[src/rtl/core/fpsp_pkg.sv]
// fpsp_pkg: shared types and codes for the field stream parser
// result kinds, parse phases and the record passed from front to back
// no dependencies
`timescale 1ns / 1ps

package fpsp_pkg;

	localparam logic [2:0] KIND_VARINT  = 3'd0;
	localparam logic [2:0] KIND_PAYLOAD = 3'd1;
	localparam logic [2:0] KIND_EMPTY   = 3'd2;
	localparam logic [2:0] KIND_BAD     = 3'd3;
	localparam logic [2:0] KIND_DONE    = 3'd4;

	localparam logic [1:0] PH_TAG     = 2'd0;
	localparam logic [1:0] PH_VALUE   = 2'd1;
	localparam logic [1:0] PH_LENGTH  = 2'd2;
	localparam logic [1:0] PH_PAYLOAD = 2'd3;

	localparam logic [2:0] WT_VARINT = 3'd0;
	localparam logic [2:0] WT_LENGTH = 3'd2;

	localparam logic [3:0] MAX_GROUPS = 4'd10;

	localparam int QUEUE_DEPTH = 4;
	localparam int QUEUE_AW    = $clog2(QUEUE_DEPTH);

	typedef struct packed {
		logic        has_main;
		logic [2:0]  kind;
		logic [3:0]  field_id;
		logic [63:0] varint_value;
		logic [7:0]  payload_byte;
		logic        payload_last;
		logic        has_done;
		logic [31:0] bytes_parsed;
		logic        truncated;
	} rec_t;

endpackage

[src/rtl/core/fpsp_front.sv]
// fpsp_front: takes one byte per transfer, runs the tag/varint/payload parse
// and emits one record per byte that causes any result
// depends on fpsp_pkg
`timescale 1ns / 1ps

module fpsp_front import fpsp_pkg::*; (
	input  logic       clk,
	input  logic       arst_n,
	input  logic       accept,
	input  logic [7:0] data_byte,
	input  logic       end_of_buffer,
	output logic       rec_push,
	output rec_t       rec
);

	logic [1:0]  phase_q, phase_n;
	logic [3:0]  field_q, field_n;
	logic [63:0] acc_q, acc_n, acc_add;
	logic [3:0]  cnt_q, cnt_n, cnt_add;
	logic [31:0] rem_q, rem_n;
	logic [31:0] consumed_q, consumed_n;
	logic [31:0] committed_q, committed_n;
	logic [31:0] len_clip;
	logic        commit;
	logic        has_main;
	logic [2:0]  kind_n;
	logic [63:0] value_n;
	logic [7:0]  pbyte_n;
	logic        plast_n;

	// one 7-bit group into the accumulator at the current group slot
	always_comb begin
		acc_add = acc_q;
		for (int g = 0; g < 9; g++) begin
			if (cnt_q == 4'(g)) begin
				acc_add[7*g +: 7] = acc_q[7*g +: 7] | data_byte[6:0];
			end
		end
		if (cnt_q == 4'd9) begin
			acc_add[63] = acc_q[63] | data_byte[0];
		end
		cnt_add = (cnt_q < MAX_GROUPS) ? cnt_q + 4'd1 : cnt_q;
	end

	assign len_clip = (|acc_add[63:32]) ? 32'hFFFF_FFFF : acc_add[31:0];
	assign consumed_n = consumed_q + 32'd1;

	always_comb begin
		phase_n  = phase_q;
		field_n  = field_q;
		acc_n    = acc_q;
		cnt_n    = cnt_q;
		rem_n    = rem_q;
		commit   = 1'b0;
		has_main = 1'b0;
		kind_n   = KIND_VARINT;
		value_n  = '0;
		pbyte_n  = '0;
		plast_n  = 1'b0;
		case (phase_q)
			PH_TAG: begin
				field_n = data_byte[6:3];
				acc_n   = '0;
				cnt_n   = '0;
				if (data_byte[2:0] == WT_VARINT) begin
					phase_n = PH_VALUE;
				end else if (data_byte[2:0] == WT_LENGTH) begin
					phase_n = PH_LENGTH;
				end else begin
					has_main = 1'b1;
					kind_n   = KIND_BAD;
				end
			end
			PH_VALUE: begin
				acc_n = acc_add;
				cnt_n = cnt_add;
				if (!data_byte[7]) begin
					has_main = 1'b1;
					kind_n   = KIND_VARINT;
					value_n  = acc_add;
					commit   = 1'b1;
					phase_n  = PH_TAG;
				end
			end
			PH_LENGTH: begin
				acc_n = acc_add;
				cnt_n = cnt_add;
				if (!data_byte[7]) begin
					rem_n = len_clip;
					if (len_clip == '0) begin
						has_main = 1'b1;
						kind_n   = KIND_EMPTY;
						commit   = 1'b1;
						phase_n  = PH_TAG;
					end else begin
						phase_n = PH_PAYLOAD;
					end
				end
			end
			PH_PAYLOAD: begin
				rem_n    = rem_q - 32'd1;
				has_main = 1'b1;
				kind_n   = KIND_PAYLOAD;
				pbyte_n  = data_byte;
				plast_n  = (rem_q == 32'd1);
				if (rem_q == 32'd1) begin
					commit  = 1'b1;
					phase_n = PH_TAG;
				end
			end
			default: begin
				phase_n = PH_TAG;
			end
		endcase
		committed_n = commit ? consumed_n : committed_q;
	end

	always_comb begin
		rec.has_main     = has_main;
		rec.kind         = kind_n;
		rec.field_id     = field_n;
		rec.varint_value = value_n;
		rec.payload_byte = pbyte_n;
		rec.payload_last = plast_n;
		rec.has_done     = end_of_buffer;
		rec.bytes_parsed = committed_n;
		rec.truncated    = (phase_n != PH_TAG);
	end

	assign rec_push = accept && (has_main || end_of_buffer);

	always_ff @(posedge clk or negedge arst_n) begin
		if (!arst_n) begin
			phase_q     <= PH_TAG;
			field_q     <= '0;
			acc_q       <= '0;
			cnt_q       <= '0;
			rem_q       <= '0;
			consumed_q  <= '0;
			committed_q <= '0;
		end else if (accept) begin
			if (end_of_buffer) begin
				phase_q     <= PH_TAG;
				field_q     <= '0;
				acc_q       <= '0;
				cnt_q       <= '0;
				rem_q       <= '0;
				consumed_q  <= '0;
				committed_q <= '0;
			end else begin
				phase_q     <= phase_n;
				field_q     <= field_n;
				acc_q       <= acc_n;
				cnt_q       <= cnt_n;
				rem_q       <= rem_n;
				consumed_q  <= consumed_n;
				committed_q <= committed_n;
			end
		end
	end

endmodule

[src/rtl/core/fpsp_queue.sv]
// fpsp_queue: short record queue between parse front and result back
// depends on fpsp_pkg
`timescale 1ns / 1ps

module fpsp_queue import fpsp_pkg::*; (
	input  logic clk,
	input  logic arst_n,
	input  logic push,
	input  rec_t wdata,
	output logic full,
	input  logic pop,
	output logic nonempty,
	output rec_t rdata
);

	rec_t                 mem_q [QUEUE_DEPTH];
	logic [QUEUE_AW-1:0]  wptr_q, rptr_q;
	logic [QUEUE_AW:0]    count_q;
	logic                 do_push, do_pop;

	assign full     = (count_q == (QUEUE_AW+1)'(QUEUE_DEPTH));
	assign nonempty = (count_q != '0);
	assign do_push  = push && !full;
	assign do_pop   = pop && nonempty;
	assign rdata    = mem_q[rptr_q];

	always_ff @(posedge clk) begin
		if (do_push) begin
			mem_q[wptr_q] <= wdata;
		end
	end

	always_ff @(posedge clk or negedge arst_n) begin
		if (!arst_n) begin
			wptr_q  <= '0;
			rptr_q  <= '0;
			count_q <= '0;
		end else begin
			if (do_push) begin
				wptr_q <= wptr_q + QUEUE_AW'(1);
			end
			if (do_pop) begin
				rptr_q <= rptr_q + QUEUE_AW'(1);
			end
			case ({do_push, do_pop})
				2'b10:   count_q <= count_q + (QUEUE_AW+1)'(1);
				2'b01:   count_q <= count_q - (QUEUE_AW+1)'(1);
				default: count_q <= count_q;
			endcase
		end
	end

endmodule

[src/rtl/core/fpsp_back.sv]
// fpsp_back: output register that expands each record into its one or two
// results (field result, then done report) and serves the pop side
// depends on fpsp_pkg
`timescale 1ns / 1ps

module fpsp_back import fpsp_pkg::*; (
	input  logic        clk,
	input  logic        arst_n,
	input  logic        rec_valid,
	input  rec_t        rec,
	output logic        rec_pop,
	output logic        empty,
	input  logic        pop,
	output logic [2:0]  kind,
	output logic [3:0]  field_id,
	output logic [63:0] varint_value,
	output logic [7:0]  payload_byte,
	output logic        payload_last,
	output logic [31:0] bytes_parsed,
	output logic        truncated,
	output logic        run_last
);

	rec_t cur_q;
	logic valid_q;
	logic second_q;
	logic last_of_rec;
	logic advance;

	assign last_of_rec = second_q || !cur_q.has_done;
	assign advance     = !valid_q || (pop && last_of_rec);
	assign rec_pop     = rec_valid && advance;
	assign empty       = !valid_q;

	always_ff @(posedge clk) begin
		if (rec_pop) begin
			cur_q <= rec;
		end
	end

	always_ff @(posedge clk or negedge arst_n) begin
		if (!arst_n) begin
			valid_q  <= 1'b0;
			second_q <= 1'b0;
		end else if (advance) begin
			valid_q  <= rec_valid;
			second_q <= !rec.has_main;
		end else if (pop) begin
			second_q <= 1'b1;
		end
	end

	always_comb begin
		if (second_q) begin
			kind         = KIND_DONE;
			field_id     = '0;
			varint_value = '0;
			payload_byte = '0;
			payload_last = 1'b0;
			bytes_parsed = cur_q.bytes_parsed;
			truncated    = cur_q.truncated;
			run_last     = 1'b1;
		end else begin
			kind         = cur_q.kind;
			field_id     = cur_q.field_id;
			varint_value = cur_q.varint_value;
			payload_byte = cur_q.payload_byte;
			payload_last = cur_q.payload_last;
			bytes_parsed = '0;
			truncated    = 1'b0;
			run_last     = !cur_q.has_done;
		end
	end

endmodule

[src/rtl/core/protobuf_field_stream_parser.sv]
// protobuf_field_stream_parser: top level of the byte-wise field stream parser
// depends on fpsp_pkg, fpsp_front, fpsp_queue, fpsp_back
//
//   channel  | handshake        | transfer when      | payload
//   ---------+------------------+--------------------+---------------------------------
//   input    | push / full      | push & !full       | data_byte, end_of_buffer
//   result   | empty / pop      | pop & !empty       | kind, field_id, varint_value,
//            |                  |                    | payload_byte, payload_last,
//            |                  |                    | bytes_parsed, truncated, run_last
//
// one byte per cycle is parsed in the front while full is low; a byte's first result
// is written to the record queue at the transfer edge and then loaded into the
// output register once that register is free
// a byte with a field result and end of buffer yields two results, which the
// output register presents over two pops; the 4-entry record queue absorbs this
// full rises only when the record queue holds 4 records; empty and full are
// registered, with no path from pop to full
// reset clears parse state, queue pointers and output valid; no clearing pass
`timescale 1ns / 1ps

module protobuf_field_stream_parser import fpsp_pkg::*; (
	input  logic        clk,
	input  logic        arst_n,
	input  logic        push,
	output logic        full,
	input  logic [7:0]  data_byte,
	input  logic        end_of_buffer,
	output logic        empty,
	input  logic        pop,
	output logic [2:0]  kind,
	output logic [3:0]  field_id,
	output logic [63:0] varint_value,
	output logic [7:0]  payload_byte,
	output logic        payload_last,
	output logic [31:0] bytes_parsed,
	output logic        truncated,
	output logic        run_last
);

	rec_t front_rec, head_rec;
	logic front_push;
	logic q_full, q_nonempty, q_pop;
	logic accept;

	assign full   = q_full;
	assign accept = push && !q_full;

	fpsp_front u_front (
		.clk           (clk),
		.arst_n        (arst_n),
		.accept        (accept),
		.data_byte     (data_byte),
		.end_of_buffer (end_of_buffer),
		.rec_push      (front_push),
		.rec           (front_rec)
	);

	fpsp_queue u_queue (
		.clk      (clk),
		.arst_n   (arst_n),
		.push     (front_push),
		.wdata    (front_rec),
		.full     (q_full),
		.pop      (q_pop),
		.nonempty (q_nonempty),
		.rdata    (head_rec)
	);

	fpsp_back u_back (
		.clk          (clk),
		.arst_n       (arst_n),
		.rec_valid    (q_nonempty),
		.rec          (head_rec),
		.rec_pop      (q_pop),
		.empty        (empty),
		.pop          (pop),
		.kind         (kind),
		.field_id     (field_id),
		.varint_value (varint_value),
		.payload_byte (payload_byte),
		.payload_last (payload_last),
		.bytes_parsed (bytes_parsed),
		.truncated    (truncated),
		.run_last     (run_last)
	);

	a_done_closes_run: assert property (@(posedge clk) disable iff (!arst_n)
		(!empty && kind == KIND_DONE) |-> (run_last && field_id == 4'd0
			&& varint_value == 64'd0))
		else $error("done report must close the run with zero field data");

	a_last_only_on_payload: assert property (@(posedge clk) disable iff (!arst_n)
		(!empty && payload_last) |-> (kind == KIND_PAYLOAD))
		else $error("payload_last on a non-payload result");

	a_no_push_when_full: assert property (@(posedge clk) disable iff (!arst_n)
		q_full |-> !front_push)
		else $error("record pushed into a full queue");

	a_pop_needs_record: assert property (@(posedge clk) disable iff (!arst_n)
		q_pop |-> q_nonempty)
		else $error("record popped from an empty queue");

	a_second_follows_first: assert property (@(posedge clk) disable iff (!arst_n)
		(!empty && pop && !run_last) |=> (!empty && kind == KIND_DONE))
		else $error("done report missing after a field result");

endmodule

[config.mk]
export PLATFORM = sky130hd
export DESIGN_NAME = protobuf_field_stream_parser
export DESIGN_NICKNAME = d
export VERILOG_FILES = /design/src/rtl/core/fpsp_pkg.sv /design/src/rtl/core/fpsp_front.sv /design/src/rtl/core/fpsp_queue.sv /design/src/rtl/core/fpsp_back.sv /design/src/rtl/core/protobuf_field_stream_parser.sv
export SDC_FILE = /design/constraint.sdc
export NUM_CORES = 1
export LEC_CHECK = 0
export BUFFER_PORTS_ARGS = -buffer_cell sky130_fd_sc_hd__buf_2
export CAP_MARGIN = 15
export CORE_MARGIN = 5
export CORE_UTILIZATION = 55
export CTS_CLUSTER_DIAMETER = 50
export DETAILED_ROUTE_END_ITERATION = 7
export HOLD_SLACK_MARGIN = 0.02
export MAX_ROUTING_LAYER = met4
export PLACE_DENSITY_LB_ADDON = 0.3
export RECOVER_POWER = 50
export SLEW_MARGIN = 20
export SYNTH_ARGS = -nofsm -noshare
export SYNTH_HDL_FRONTEND = slang
export SYNTH_SLANG_ARGS = --single-unit
[constraint.sdc]
create_clock -name clk -period 8.7 [get_ports clk]
set_input_delay 1.74 -clock clk [delete_from_list [all_inputs] [get_ports clk]]
set_output_delay 1.74 -clock clk [all_outputs]
set_load 0.05 [all_outputs]
==> flow_metrics.env, run 1 <==
export IMPL_status="finished, violations left"
export IMPL_violations="capacitance limit, slew limit"
export IMPL_synth_area_top_cells="edfxtp_1, dfrtp_1, mux4_2"
export IMPL_io_pins=129
export IMPL_tritoncts="done"
export IMPL_clk_latency_ps=610
export IMPL_tightest_slew_ps=4540
export IMPL_rsz0062_at_grt="false"
export IMPL_num_vias=17300
export IMPL_cp_max_fo=67
export IMPL_cts_made_buffers=74
export IMPL_crit_arrival_ps=6900
export IMPL_synthArstFlopShare_pct=23.9
export IMPL_worstSetupEndpointType="flip-flop"
export IMPL_gp_congestion=0.909
export IMPL_required_ps=9190
export IMPL_swShare_pct=35.2
export IMPL_first_global_vias=17600
export IMPL_p_leak_nw=12.5
export IMPL_clockBufferDepth=3
export IMPL_wl_per_cell_um=21.9
export IMPL_intPower_mw=8.21
export IMPL_root_buffer="clkbuf_16"
export IMPL_dieWidth_um=246
export IMPL_drive_gt1_share_pct=17.3
export IMPL_report_final_slew_viol_count=688
export IMPL_syn_inst=2010
export IMPL_crit_type="flip-flop to flip-flop"
export IMPL_cap_violations=13
export IMPL_hpwl_um=39400
export IMPL_min_period_ps=6400
export IMPL_startpoint="u_queue.rptr_q[1]"
export IMPL_die_area_mm2=0.0604
export IMPL_critPathSlowestCell="clkbuf_1"
export IMPL_pwr_density_cell_mw_per_mm2=370
export IMPL_initial_core_util_pct=55.5
export IMPL_slew_headroom_pct=-202
export IMPL_finalClockSkew_ps=25.3
export IMPL_p_sw_mw=4.47
export IMPL_synth_main_ff_cell="edfxtp_1"
export IMPL_syn_to_final_growth_pct=12.2
export IMPL_setup_violations_final=0
export IMPL_clock_sinks=748
export IMPL_postCtsSetupBuffers=0
export IMPL_first_pass_iters=5
export IMPL_hold_violations=0
export IMPL_yosys_area_top_type="edfxtp_1"
export IMPL_synth_edff_count=569
export IMPL_ir_drop_mv=0.194
export IMPL_yosysTopAreaCellShare_pct=55.9
export IMPL_grtUsageTotal_pct=22.2
export IMPL_cts_clk_slew_worst_paths_ps=60
export IMPL_core_mm2=0.0551
export IMPL_fin_nets=2151
export IMPL_wirelength_um=64100
export IMPL_hold_class="flip-flop to flip-flop"
export IMPL_antenna_found_initial=2
export IMPL_period_share_pct=73.6
export IMPL_syn_cell_area_mm2=0.0306
export IMPL_yosys_cell_count_top_type="edfxtp_1"
export IMPL_timing_rr_start="u_queue.rptr_q[1]"
export IMPL_clockPowerShare_pct=24.6
export IMPL_total_power_mw=12.7
export IMPL_grt_pass1_wl_um=102000
export IMPL_fin_util_pct=62.3
export IMPL_avgSynthCellArea_um2=15.2
export IMPL_viasPerCell=5.92
export IMPL_ctsHtreeMaxLevel=3
export IMPL_cp_start_kind="flip-flop"
export IMPL_slowest_delay_ps=3070
export IMPL_cts_resized_gates=0
export IMPL_synthesis_nets=2040
export IMPL_drc=0
export IMPL_rows=86
export IMPL_min_from="u_front.acc_q[4]"
export IMPL_ys_seq_elements=748
export IMPL_holdBufCountCts=0
export IMPL_power_frac_comb_pct=33.5
export IMPL_yosysWarnings=0
export IMPL_portBuffers=128
export IMPL_synthTopCellsByCount="edfxtp_1, dfrtp_1, nor2_1"
export IMPL_grt_start_max_net_pins=75
export IMPL_globalRouteOverflowTotal=0
export IMPL_ant_nets=0
export IMPL_seq_power_share_pct=41.8
export IMPL_ys_seq_area_share_pct=70.5
export IMPL_drtIter0Drc=1675
export IMPL_die_h_um=246
export IMPL_post_synth_num_cell_types=68
export IMPL_fmax_mhz=156
export IMPL_crit_chain="clkbuf_1 > mux4_2 > a21boi_0 > a21oi_1"
-- layout make-up --
type / count / area [um2]
diodes: 2 / 5.00
clock buffers: 107 / 2100
clock inverters: 28 / 287
fillers: 3978 / 20800
inverters: 21 / 78.8
multi-input cells: 1117 / 8480
flip-flops and latches: 748 / 21600
well taps: 748 / 936
repair buffers: 159 / 856
-- flip-flops by register name, summed over array words and instances, names as in the netlist --
| name | flops |
|---|---|
| u_back.valid_q | 1 |
| u_back.second_q | 1 |
| u_back.cur_q | 113 |
| u_queue.rptr_q | 2 |
| u_front.field_q | 4 |
| u_front.phase_q | 2 |
| u_queue.count_q | 3 |
| u_queue.mem_q | 456 |
| u_queue.wptr_q | 2 |
| u_front.rem_q | 32 |
| u_front.consumed_q | 32 |
| u_front.acc_q | 64 |
| u_front.committed_q | 32 |
| u_front.cnt_q | 4 |
-- cells in the final DEF (no fill, tap or decap), types with 5 or more instances in the layout --
cell type  instances
a21o_1            21
a21oi_1          133
a221oi_1          17
a22o_1             7
a31oi_1            7
and2_0             8
and2_1            37
and3_1            10
buf_2            119
buf_4             16
bufinv_16          5
clkbuf_1          45
clkbuf_16         78
clkinv_1           9
clkinv_2           6
dfrtp_1          178
edfxtp_1         569
ha_1              16
inv_1             21
mux2_1             5
mux4_2           114
nand2_1          112
nand2b_1          10
nand3_1           22
nand3b_1           5
nand4_1           15
nor2_1           168
nor2b_1           95
nor3_1            13
nor4_1            14
o21ai_0          113
o2bb2ai_1         30
o31ai_1           12
or2_2              5
xnor2_1           34
xor2_1            18
-- power groups by stage --
stage	Combinational [mW]	Sequential, mW	Clock, mW
6_report	4.25	5.30	3.13
5_1_grt	4.58	5.39	3.34
4_1_cts	4.21	5.30	3.19
3_5_place_dp	4.19	5.37	0
3_3_place_gp	4.16	5.33	0
2_1_floorplan	3.20	5.24	0
-- stage by stage --
step           instances  TNS [ps]  hold slack (ps)  instance area [um2]  setup WS, ps
3_3_place_gp        2793         0              464                32000          2800
3_5_place_dp        2793         0              471                32000          2770
6_report            2930         0              482                34300          2300
5_1_grt             2930         0              500                34300          1770
2_1_floorplan       2010    -77150              446                30600          -169
4_1_cts             2928         0              483                34400          3380
-- critical path, delay by kind of cell (launching register included) --
kind	cells	cell delay (ps)
buffers and inverters	1	3070
flip-flops	1	2030
multiplexers	1	830
AO/OA/AOI/OAI	2	290
-- cell families (layout without fill, tap and decap cells) --
family          count (synthesis)  in the layout  share of synthesized area, %
other cells                     0              2                             0
xor+xnor                       52             52                          1.49
flops                         748            748                          70.5
compound gates                379            379                          7.59
fa+ha+maj                      17             17                         0.720
simple gates                  547            547                          9.00
buf+inv                       145            315                          2.01
mux                           122            122                          8.68
-- metal layers --
metal  vias to the layer above  GRT usage [%]  part of all wire (%)
li1                       7831              -                     -
met1                      8854           30.2                    42
met2                       555           35.1                    50
met3                       109           3.29                   5.5
met4                         0           7.38                   2.7
met5                         -              -                     0
-- path summary, 6_finish.rpt --
kind / to / slack (ps) / cells past startpoint
max: u_back.second_q / 2300 / 4
min: u_front.acc_q[4] / 480 / 2
max reg2reg: u_back.second_q / 2300 / 4
min reg2reg: u_front.acc_q[4] / 480 / 2
max in group asynchronous: u_front.acc_q[28] / 3060 / 2
min in group asynchronous: u_back.second_q / 2310 / 1
(Power assumes the default switching activity.)
==> run 2, diff against run 1 <==
ABC_AREA = 1   (was not set)
clock period = 5.85 ns   (was 8.7 ns; I/O delays follow)
==> run 2 against run 1 <==
Critical endpoint is now varint_value[31]. Combinational power is 51% higher. Largest cell class unchanged. The flow still finishes with violations (capacitance limit, slew limit). Clock power is 62% higher. Critical path type is now flip-flop to primary output. Synthesized cell count is 48% higher.
==> flow_metrics.env, run 2 <==
export IMPL_yosysTopAreaCellShare_pct=53.7
export IMPL_holdBufCountCts=0
export IMPL_crit_arrival_ps=3630
export IMPL_top_register="u_queue.mem_q"
export IMPL_required_ps=4680
export IMPL_setup_violations_final=0
export IMPL_num_vias=22200
export IMPL_wirelength_um=78500
export IMPL_clk_latency_ps=640
export IMPL_hold_violations=0
export IMPL_pwr_density_cell_mw_per_mm2=541
export IMPL_syn_cell_area_mm2=0.0318
export IMPL_portBuffers=128
export IMPL_slowest_delay_ps=1910
export IMPL_rows=88
export IMPL_ys_seq_area_share_pct=67.8
export IMPL_hpwl_um=47800
export IMPL_die_h_um=251
export IMPL_drc=0
export IMPL_fmax_mhz=208
export IMPL_clock_sinks=748
export IMPL_rsz0062_at_grt="false"
export IMPL_hold_class="flip-flop to flip-flop"
export IMPL_crit_type="flip-flop to primary output"
export IMPL_cap_violations=10
export IMPL_tritoncts="done"
export IMPL_instances_no_fill=3896
export IMPL_worst_path_buf_inv=2
export IMPL_yosys_cell_count_top_type="edfxtp_1"
export IMPL_grt_util_met3_pct=3.32
export IMPL_grt_busiest_layer="met2"
export IMPL_fin_nets=3094
export IMPL_met2_usage_pct=42.2
export IMPL_tightest_slew_ps=2660
export IMPL_violations="capacitance limit, slew limit"
export IMPL_ctsHtreeMaxLevel=3
export IMPL_met1_usage_pct=33.1
export IMPL_clockBufferDepth=3
export IMPL_first_global_vias=21900
export IMPL_avgSynthCellArea_um2=10.7
export IMPL_syn_inst=2981
export IMPL_dieWidth_um=251
export IMPL_crit_chain="buf_4 > nor2_1 > buf_2"
export IMPL_postCtsSetupBuffers=0
export IMPL_root_buffer="clkbuf_16"
export IMPL_syn_to_final_growth_pct=12.5
export IMPL_grt_pass1_wl_um=123000
export IMPL_worstSetupEndpointType="primary output"
export IMPL_report_final_slew_viol_count=556
export IMPL_die_area_mm2=0.0628
export IMPL_io_pins=129
export IMPL_globalRouteOverflowTotal=0
export IMPL_synth_edff_count=569
export IMPL_synthArstFlopShare_pct=23.9
export IMPL_dpl_cell_count=3746
export IMPL_cts_resized_gates=0
export IMPL_wl_per_cell_um=20.1
export IMPL_p_leak_nw=14.4
export IMPL_drive_gt1_share_pct=8.75
export IMPL_setup_tns_ps=0
export IMPL_ys_seq_elements=748
export IMPL_final_common_cell="edfxtp_1"
export IMPL_initial_core_util_pct=55.4
export IMPL_grtUsageTotal_pct=25.4
export IMPL_cts_made_buffers=81
export IMPL_ant_nets=0
export IMPL_antenna_found_initial=0
export IMPL_cp_max_fo=63
export IMPL_finalClockSkew_ps=29.9
export IMPL_yosysWarnings=0
export IMPL_diodes=0
export IMPL_period_share_pct=82.1
export IMPL_final_cell_mix="edfxtp_1, nor2_1, nand2_1"
export IMPL_first_pass_iters=6
export IMPL_ir_drop_mv=0.305
export IMPL_min_period_ps=4800
export IMPL_synthTopCellsByCount="edfxtp_1, nor2_1, nand2_1"
export IMPL_synthesis_nets=3011
export IMPL_cp_start_kind="flip-flop"
export IMPL_drtIter0Drc=2024
export IMPL_grt_start_max_net_pins=114
export IMPL_cts_clk_slew_worst_paths_ps=60
export IMPL_synth_main_ff_cell="edfxtp_1"
export IMPL_cp_top_family="flip-flops"
export IMPL_top_regs="u_queue.mem_q x456, u_back.cur_q x113, u_front.acc_q x64"
export IMPL_yosys_area_top_type="edfxtp_1"
export IMPL_largest_reg_flops=456
export IMPL_core_mm2=0.0575
export IMPL_critPathSlowestCell="dfrtp_1"
export IMPL_post_synth_num_cell_types=39
export IMPL_slew_headroom_pct=-77.6
export IMPL_viasPerCell=5.69
export IMPL_status="finished, violations left"
export IMPL_gp_congestion=0.940
export IMPL_synth_area_top_cells="edfxtp_1, dfrtp_1, nor2_1"
==> run 2: cell count changes after synthesis, sizes merged, moves of 114 or more <==
cell,delta
nand2,+259
mux4,-114
o21ai,+203
o22ai,+190
inv,+346
nor2,+308
==> run 2: worst paths after layout <==
path	from	endpoint	slack [ps]	depth (start not counted)
max reg2reg	u_queue.count_q[2]	u_front.committed_q[22]	1170	9
min	u_front.committed_q[5]	u_front.committed_q[5]	470	2
min in group asynchronous	arst_n	u_front.consumed_q[3]	610	1
min reg2reg	u_front.committed_q[5]	u_front.committed_q[5]	470	2
max	u_back.second_q	varint_value[31]	1050	3
max in group asynchronous	arst_n	u_front.rem_q[14]	2130	2
==> run 2: kinds of logic after synthesis <==
kind of cell | after synthesis | share of synthesized area [%]
AO/OA/AOI/OAI | 569 | 10.0
XOR/XNOR | 40 | 1.10
adder cells (fa/ha/maj) | 17 | 0.692
buffers and inverters | 529 | 6.39
flip-flops | 748 | 67.8
AND/OR/NAND/NOR | 1078 | 14.0
==> run 2: per-stage QoR <==
step | hold slack (ps) | utilization, % | total power, mW | worst slack [ps] | area, um2
6_report | 475 | 62.2 | 19.4 | 1050 | 35800
5_1_grt | 491 | 62.2 | 20.4 | 822 | 35800
4_1_cts | 480 | 62.4 | 19.5 | 1380 | 35900
3_5_place_dp | 465 | 57.7 | 14.4 | 1360 | 33200
3_3_place_gp | 460 | 57.7 | 14.2 | 1420 | 33200
2_1_floorplan | 448 | - | 12.4 | -270 | 31800
==> run 2: routing by layer <==
| metal | routed length (um) | vias up | part of all wire [%] |
|---|---|---|---|
| met4 | 1890 | 0 | 2.4 |
| met5 | 0 | - | 0 |
| met1 | 32400 | 10900 | 41 |
| met3 | 4700 | 121 | 6.0 |
| li1 | - | 10400 | - |
| met2 | 39400 | 752 | 50 |
==> run 2: area by class of cell <==
class / instances / area (um2)
inverter: 369 / 1390
tap: 765 / 957
sequential: 748 / 21600
multi-input combinational: 1704 / 8270
clock buffer: 107 / 2240
fill: 4526 / 21700
clock inverter: 43 / 443
timing repair buffer: 160 / 907
==> run 2: power by group <==
part           switching [mW]  internal, mW  leakage (nW)
Clock                    2.12          2.96          1.31
Combinational            4.91          1.50          5.30
Sequential              0.557          7.32          7.82
Total                    7.58          11.8          14.4
==> run 2: tightest hold or removal path, delay by kind of cell (launching register included) <==
family / cells / cell delay [ps]
DFF: 1 / 340
and+or+nand+nor: 2 / 100
